`src/rtl/oaht_pkg.sv`:
```
package oaht_pkg;

   localparam int KeyWidth   = 31;
   localparam int ValueWidth = 32;

   typedef enum logic {
      OP_GET = 1'b0,
      OP_PUT = 1'b1
   } op_type;

   typedef struct packed {
      op_type                  operation;
      logic [KeyWidth-1:0]     lookup_key;
      logic [ValueWidth-1:0]   store_value;
   } req_type;

   typedef struct packed {
      logic                    key_found;
      logic [ValueWidth-1:0]   read_value;
      logic                    table_full;
   } rsp_type;

   typedef struct packed {
      logic                    valid;
      logic [KeyWidth-1:0]     key;
      logic [ValueWidth-1:0]   value;
   } slot_type;

   typedef struct packed {
      logic                    we;
      slot_type                wdata;
   } slot_wr_type;

   typedef enum logic [1:0] {
      ST_CLEAR,
      ST_IDLE,
      ST_PROBE,
      ST_DONE
   } state_type;

endpackage

```
`src/rtl/oaht_probe_seq.sv`:
```
module oaht_probe_seq
   import oaht_pkg::*;
#(
   parameter int AddrWidth = 10
) (
   input  logic                  clock,
   input  logic                  reset,
   input  logic                  req_valid,
   output logic                  req_stall,
   input  req_type               req_data,
   output logic                  done,
   input  logic                  rsp_free,
   output rsp_type               result,
   output logic [AddrWidth-1:0]  rd_addr,
   input  slot_type              rd_data,
   output logic [AddrWidth-1:0]  wr_addr,
   output slot_wr_type           wr
);

   state_type               state_ff, state_in;
   logic [AddrWidth-1:0]    pos_ff, pos_in;
   logic [AddrWidth-1:0]    cnt_ff, cnt_in;
   req_type                 req_ff;
   rsp_type                 res_ff, res_in;
   logic                    accept;
   logic                    stop;
   logic                    exhausted;
   logic [AddrWidth-1:0]    addend;
   logic [AddrWidth-1:0]    pos_sum;

   assign accept    = (state_ff == ST_IDLE) && req_valid;
   assign stop      = !rd_data.valid || (rd_data.key == req_ff.lookup_key);
   assign exhausted = (cnt_ff == '1);

   // shared address adder: clear sweep steps by one, probing by probe index + 1
   assign addend  = (state_ff == ST_CLEAR) ? AddrWidth'(1) : cnt_ff + AddrWidth'(1);
   assign pos_sum = pos_ff + addend;

   always_comb begin
      state_in = state_ff;
      unique case (state_ff)
         ST_CLEAR: begin
            if (pos_ff == '1) begin
               state_in = ST_IDLE;
            end
         end
         ST_IDLE: begin
            if (req_valid) begin
               state_in = ST_PROBE;
            end
         end
         ST_PROBE: begin
            if (stop || exhausted) begin
               state_in = ST_DONE;
            end
         end
         ST_DONE: begin
            if (rsp_free) begin
               state_in = ST_IDLE;
            end
         end
         default: state_in = ST_CLEAR;
      endcase
   end

   always_comb begin
      pos_in = pos_ff;
      cnt_in = cnt_ff;
      res_in = res_ff;
      wr     = '0;
      unique case (state_ff)
         ST_CLEAR: begin
            pos_in   = pos_sum;
            wr.we    = 1'b1;
         end
         ST_IDLE: begin
            pos_in = req_data.lookup_key[AddrWidth-1:0];
            cnt_in = '0;
         end
         ST_PROBE: begin
            if (stop) begin
               res_in.key_found  = rd_data.valid;
               res_in.read_value = (req_ff.operation == OP_GET && rd_data.valid) ?
                                   rd_data.value : '0;
               res_in.table_full = 1'b0;
               if (req_ff.operation == OP_PUT) begin
                  wr.we          = 1'b1;
                  wr.wdata.valid = 1'b1;
                  wr.wdata.key   = req_ff.lookup_key;
                  wr.wdata.value = req_ff.store_value;
               end
            end else if (exhausted) begin
               res_in.key_found  = 1'b0;
               res_in.read_value = '0;
               res_in.table_full = (req_ff.operation == OP_PUT);
            end else begin
               pos_in = pos_sum;
               cnt_in = cnt_ff + AddrWidth'(1);
            end
         end
         ST_DONE: begin
         end
         default: begin
         end
      endcase
   end

   always_ff @(posedge clock) begin
      if (reset) begin
         state_ff <= ST_CLEAR;
         pos_ff   <= '0;
         cnt_ff   <= '0;
      end else begin
         state_ff <= state_in;
         pos_ff   <= pos_in;
         cnt_ff   <= cnt_in;
      end
   end

   always_ff @(posedge clock) begin
      if (accept) begin
         req_ff <= req_data;
      end
      res_ff <= res_in;
   end

   assign req_stall = (state_ff != ST_IDLE);
   assign done      = (state_ff == ST_DONE);
   assign result    = res_ff;
   assign rd_addr   = pos_in;
   assign wr_addr   = pos_ff;

endmodule
```
`config.mk`:
```
export PLATFORM = sky130hd
export DESIGN_NAME = oaht_probe_seq
export DESIGN_NICKNAME = d
export VERILOG_FILES = /design/src/rtl/oaht_pkg.sv /design/src/rtl/oaht_probe_seq.sv
export SDC_FILE = /design/constraint.sdc
export NUM_CORES = 1
export LEC_CHECK = 0
export BUFFER_PORTS_ARGS = -buffer_cell sky130_fd_sc_hd__buf_2
export CORE_UTILIZATION = 52
export CTS_CLUSTER_DIAMETER = 60
export CTS_CLUSTER_SIZE = 14
export DETAILED_ROUTE_END_ITERATION = 8
export PLACE_DENSITY_LB_ADDON = 0.2
export REMOVE_ABC_BUFFERS = 1
export SLEW_MARGIN = 30
export SYNTH_ARGS = -nofsm -noshare
export SYNTH_HDL_FRONTEND = slang
export SYNTH_SLANG_ARGS = --single-unit
```
`constraint.sdc`:
```
create_clock -name clock -period 4.8 [get_ports clock]
set_input_delay 0.24 -clock clock [delete_from_list [all_inputs] [get_ports clock]]
set_output_delay 0.24 -clock clock [all_outputs]
set_load 0.05 [all_outputs]
```
# Word level (Yosys, flattened, before mapping)

Cells that the tools add are included.

Flip-flop bits (word level): 120
Bits of input ports: 132
Output and inout port bits: 121
Logic and storage cells: 55

Add/sub/neg operators: 2
Equality and inequality tests: 13
Mux-type cells: 19
Bitwise gates (word level): 1
Reduce and logical (&&, ||, !) cells: 11

Operators with widths:

| cell                  | number |
|---|---|
| $mux 65               | 2 |
| $mux 34               | 2 |
| $mux 64               | 1 |
| $mux 10               | 5 |
| $mux 32               | 1 |
| $eq 31x31->1          | 1 |
| $pmux 10 s3           | 1 |
| $eq 10x10->1 const B  | 2 |
| $pmux 10 s2           | 1 |
| $add 10x1->10 const B | 1 |
| $add 10x10->10        | 1 |
| $mux 2                | 4 |
| $ne 2x2->1 const B    | 4 |
| $pmux 2 s4            | 1 |
| $ne 2x1->1 const B    | 3 |
| $eq 2x2->1 const B    | 2 |
| $reduce_and 4->1      | 1 |
| $reduce_bool 2->1     | 2 |
| $reduce_and 3->1      | 1 |
| $eq 2x1->1 const B    | 1 |
| $logic_and 1x1->1     | 2 |
| $logic_not 2->1       | 1 |
| $logic_or 1x1->1      | 2 |
| $pmux 1 s2            | 1 |
| 3 further kinds       | 3 |

# Depth between registers and ports, before layout

Depth in word-level cells: 6
Gate-level depth with buffers: 15
Depth with buffers taken out: 13

# Worst setup path after synthesis

No wires, ideal clock.

Path type: flip-flop to output port
From: register state_ff[0]
To: output rd_addr[6]
Data arrival time: 3.635 ns
Data required time: 4.560 ns
Setup slack: 0.925 ns
Stages on the path, launching flop included: 14
Path buffers: 2
Cell sequence: dfxtp_1 > inv_1 > ha_1 > buf_2 > clkbuf_1 > nand2b_1 > ha_1 > inv_1 > fa_1 > nor2b_1 > o2111ai_1 > nand3b_1 > mux2i_1 > o31ai_1

Cells in the longest elaborated chain, start to end: 6
Elaborated cells between the ends (all ways): 8
Those cells by class: 1 x add/sub; 2 x eq/ne; 4 x mux; 1 x reduce/logical

Ends and longest elaborated chain:

| element                | RTL line                                   | text |
|---|---|---|
| start, declared        | oaht_probe_seq.sv:20                       | `state_type state_ff, state_in;` |
| start signal, assigned | oaht_probe_seq.sv:114                      | `state_ff <= state_in;` |
| $logic_not 2->1        | oaht_probe_seq.sv:36, oaht_probe_seq.sv:71 |  |
| $mux 10                | oaht_probe_seq.sv:36                       | `assign addend = (state_ff == ST_CLEAR) ? AddrWidth'(1) : cnt_ff + AddrWidth'(1);` |
| $add 10x10->10         | oaht_probe_seq.sv:37                       | `assign pos_sum = pos_ff + addend;` |
| $mux 10                | oaht_probe_seq.sv:92                       | `end else if (exhausted) begin` |
| $mux 10                | oaht_probe_seq.sv:81                       | `if (stop) begin` |
| $pmux 10 s3 (*)        | oaht_probe_seq.sv:71                       | `unique case (state_ff)` |
| end, declared          | oaht_probe_seq.sv:14                       | `output logic [AddrWidth-1:0] rd_addr,` |

Every way passes the cells marked *; elsewhere a longest branch is shown, timed or not.

# Final worst setup path

From: register cnt_ff[0]
To: output rd_addr[7]

Cells in the longest elaborated chain, start to end: 6
Elaborated cells between the ends (all ways): 7
Those cells by class: 2 x add/sub; 1 x eq/ne; 4 x mux

Ends and longest elaborated chain:

| element                | RTL line              | text |
|---|---|---|
| start, declared        | oaht_probe_seq.sv:22  | `logic [AddrWidth-1:0] cnt_ff, cnt_in;` |
| start signal, assigned | oaht_probe_seq.sv:116 | `cnt_ff <= cnt_in;` |
| $add 10x1->10          | oaht_probe_seq.sv:36  |  |
| $mux 10                | oaht_probe_seq.sv:36  |  |
| $add 10x10->10         | oaht_probe_seq.sv:37  |  |
| $mux 10                | oaht_probe_seq.sv:92  |  |
| $mux 10                | oaht_probe_seq.sv:81  |  |
| $pmux 10 s3 (*)        | oaht_probe_seq.sv:71  |  |

Marks and branches as above.

==> flow_summary.json <==
{
  "fill_cells": 780,
  "power_frac_clock": 0.512,
  "core_sq_um": 11000,
  "fin_setup_tns_ns": 0,
  "hold_depth": 1,
  "criticalPathCategory": "reg -> out",
  "grt_pass1_wl_mm": 24.3,
  "path_cells": "ha_1, and3_4, xnor2_1, nor2_1, ha_1, nand3_1, o2111ai_1, a21oi_1, nor2b_1, a2111oi_0, or4_1, nand2_1, buf_2",
  "grt-ovfl-total": 0,
  "endpoint_kind": "output port",
  "clockBufferDepth": 2,
  "stdcell_count": 937,
  "cts_buffers": 17,
  "hpwl_mm": 11.9,
  "final_common_cell": "buf_2",
  "synth-edff-count": 98,
  "p_seq_frac": 0.436,
  "p_leak_nw": 3.70,
  "holdPathEnd": "req_ff[4]",
  "cap_violations": 0,
  "place_inst": 881,
  "drc_errors": 0,
  "fp.dieArea_sq_um": 11900,
  "max_freq_ghz": 0.266,
  "p_total_w": 0.00258,
  "status": "finished clean",
  "cts_tree": "yes",
  "r2r_slack_ns": 1.80,
  "clkLatencyLatePin_ns": 0.40,
  "seq_area_sq_um": 3380,
  "die_w_um": 109,
  "grt_max_degree": 50,
  "r2r_end": "wr_addr[7]",
  "mostFrequentLayoutCells": "252 x buf_2, 98 x edfxtp_1, 97 x and2_1",
  "worstHoldPathType": "in -> reg",
  "die_h_um": 109,
  "numClockSinks": 120,
  "multi_input_area_sq_um": 2430,
  "rows": 38,
  "fin_crit_ns": 3.76,
  "cp_slowest_stage_delay_ns": 0.54,
  "start_util": 0.542,
  "final_hold_viol_count": 0,
  "htreeDepth": 4,
  "drive_above_1_share": 0.386,
  "setup_viol": 0,
  "drv_slew": 0,
  "cts-root-buf": "clkbuf_16",
  "numPortBuffers": 252,
  "place_congestion": 0.901,
  "grt_usage": 0.275,
  "critPathLaunchType": "flip-flop",
  "drt-total-wl_mm": 16.6,
  "maxSlewHeadroom": 0.508,
  "ys_seq_area_frac": 0.568,
  "drtAntennaViolNets": 0,
  "timing.hold.ws_ns": 0.0134,
  "syn_inst": 505,
  "routedWlPerCell_um": 17.8,
  "p_sw_w": 0.000525,
  "routed-via-count": 5016,
  "critPathMaxFanout": 6,
  "crit_required_ns": 4.56,
  "ir_drop_mv": 0.242,
  "ys.flop_type": "edfxtp_1",
  "r2r_cells": 12,
  "fin_crit_sh": 0.783,
  "syn2layout_area_growth_pct": 37.6,
  "pin_count": 253,
  "firstDrtPassIters": 5,
  "yosys_warnings": 0,
  "powerDensity_nw_per_um2": 315,
  "netSwitchingFraction": 0.203,
  "drt_iter0_drc": 275,
  "syn_area_per_cell_sq_um": 11.8,
  "hp-start": "req_data[4]",
  "power_frac_comb": 0.052,
  "grt_setup_unrepaired": "no",
  "path_clk_slew_ns": 0.05,
  "post_cts_buffers": 0,
  "nNetsFinal": 932,
  "antenna_found_initial": 0,
  "grt_pass1_vias": 4806,
  "path_common_cell": "ha_1",
  "via_per_inst": 5.35,
  "syn_area_sq_um": 5950,
  "ys_ff_latch": 120,
  "finish.utilization": 0.746,
  "async_flop_share": 0,
  "max_slew.worst_pin.slew_ns": 0.737,
  "reg2reg_from": "cnt_ff[0]",
  "n_antenna_cell": 0,
  "arrival_ns": 3.52,
  "internal_power_w": 0.00206,
  "clock_skew_ns": 0.0132,
  "synth_cell_types": 61,
  "crit_slowest_cell": "or4_1"
}
## layout make-up
| cell class | count | share of cell area |
|---|---|---|
| inverter | 12 | 0.00550 |
| clock inverter | 13 | 0.0215 |
| clock buffer | 19 | 0.0528 |
| multi-input combinational | 351 | 0.297 |
| timing repair buffer | 282 | 0.189 |
| sequential | 120 | 0.413 |
| tap | 140 | 0.0214 |
## state kept, by name (all words and copies together), names as in the netlist
name      count
state_ff      2
cnt_ff       10
result       34
req_ff       64
wr_addr      10
## routing by layer
layer	up-vias	global-route usage	routed length, um
li1	2376	-	-
met3	31	0.0723	1330
met1	2379	0.313	6200
met2	230	0.493	8820
met4	0	0.0975	300
met5	-	0	0
## Yosys cell counts, types with 3 or more instances
cell type	number	area (sq um)
nand2b_1	7	43.8
o21ai_0	5	25.0
mux2_2	4	45.0
clkbuf_2	3	15.0
and2_1	98	613
buf_2	6	30.0
edfxtp_1	98	2940
o21a_1	4	30.0
ha_1	15	188
or3_1	3	18.8
o21ai_1	3	15.0
inv_1	12	45.0
nand3_1	9	45.0
nor3_1	5	25.0
xnor2_1	29	254
or4_1	3	22.5
o211ai_1	3	22.5
clkbuf_1	11	41.3
o31ai_1	5	37.5
nand4_1	12	75.1
o211a_1	3	30.0
dfxtp_1	22	440
nor2_1	22	82.6
a211oi_1	4	30.0
xor2_1	14	123
o2111ai_1	3	26.3
nor4_1	4	25.0
nand2_1	31	116
a21oi_1	25	125
## power groups by stage
| stage | combinational (W) | sequential [W] | clock, W |
|---|---|---|---|
| after floorplan | 0.0000397 | 0.00115 | 0 |
| after global placement | 0.000115 | 0.00115 | 0 |
| after detailed placement | 0.000118 | 0.00115 | 0 |
| after CTS | 0.000131 | 0.00113 | 0.00133 |
| after global routing | 0.000147 | 0.00112 | 0.00138 |
| final | 0.000135 | 0.00113 | 0.00132 |
## timing repair
action	in CTS	in global routing
hold buffers	17	7
gates resized for setup	0	0
endpoints found under the hold margin	17	7
## logic make-up after synthesis
logic type | count (synthesis) | synth area share
adder cells (fa/ha/maj) | 16 | 0.0349
AO/OA/AOI/OAI | 76 | 0.0914
flip-flops | 120 | 0.568
AND/OR/NAND/NOR | 210 | 0.206
buffers and inverters | 34 | 0.0252
XOR/XNOR | 43 | 0.0633
multiplexers | 6 | 0.0109
## critical path: cells and delay by family (launching register included)
family | cells | cell delay (ns)
buffers and inverters | 1 | 0.25
adder cells (fa/ha/maj) | 2 | 0.61
XOR/XNOR | 1 | 0.12
AO/OA/AOI/OAI | 3 | 0.52
flip-flops | 1 | 0.41
AND/OR/NAND/NOR | 6 | 1.20
## how the worst max path moves through the flow
stage | start | depth (start not counted) | slack [ns] | to
final | cnt_ff[0] | 13 | 1.04 | rd_addr[7]
after global routing | cnt_ff[0] | 13 | 0.83 | rd_addr[7]
after CTS | cnt_ff[0] | 13 | 1.07 | rd_addr[7]
after detailed placement | cnt_ff[0] | 13 | 1.53 | rd_addr[7]
after global placement | cnt_ff[0] | 13 | 1.60 | rd_addr[7]
after floorplan | req_ff[46] | 6 | 0.27 | wr[0]
## stage by stage
step	instance area, sq um	setup slack, ns
2_1_floorplan	5850	0.267
3_3_place_gp	7340	1.60
3_5_place_dp	7340	1.53
4_1_cts	8120	1.07
5_1_grt	8190	0.833
6_report	8190	1.04
(Power assumes the default switching activity.)
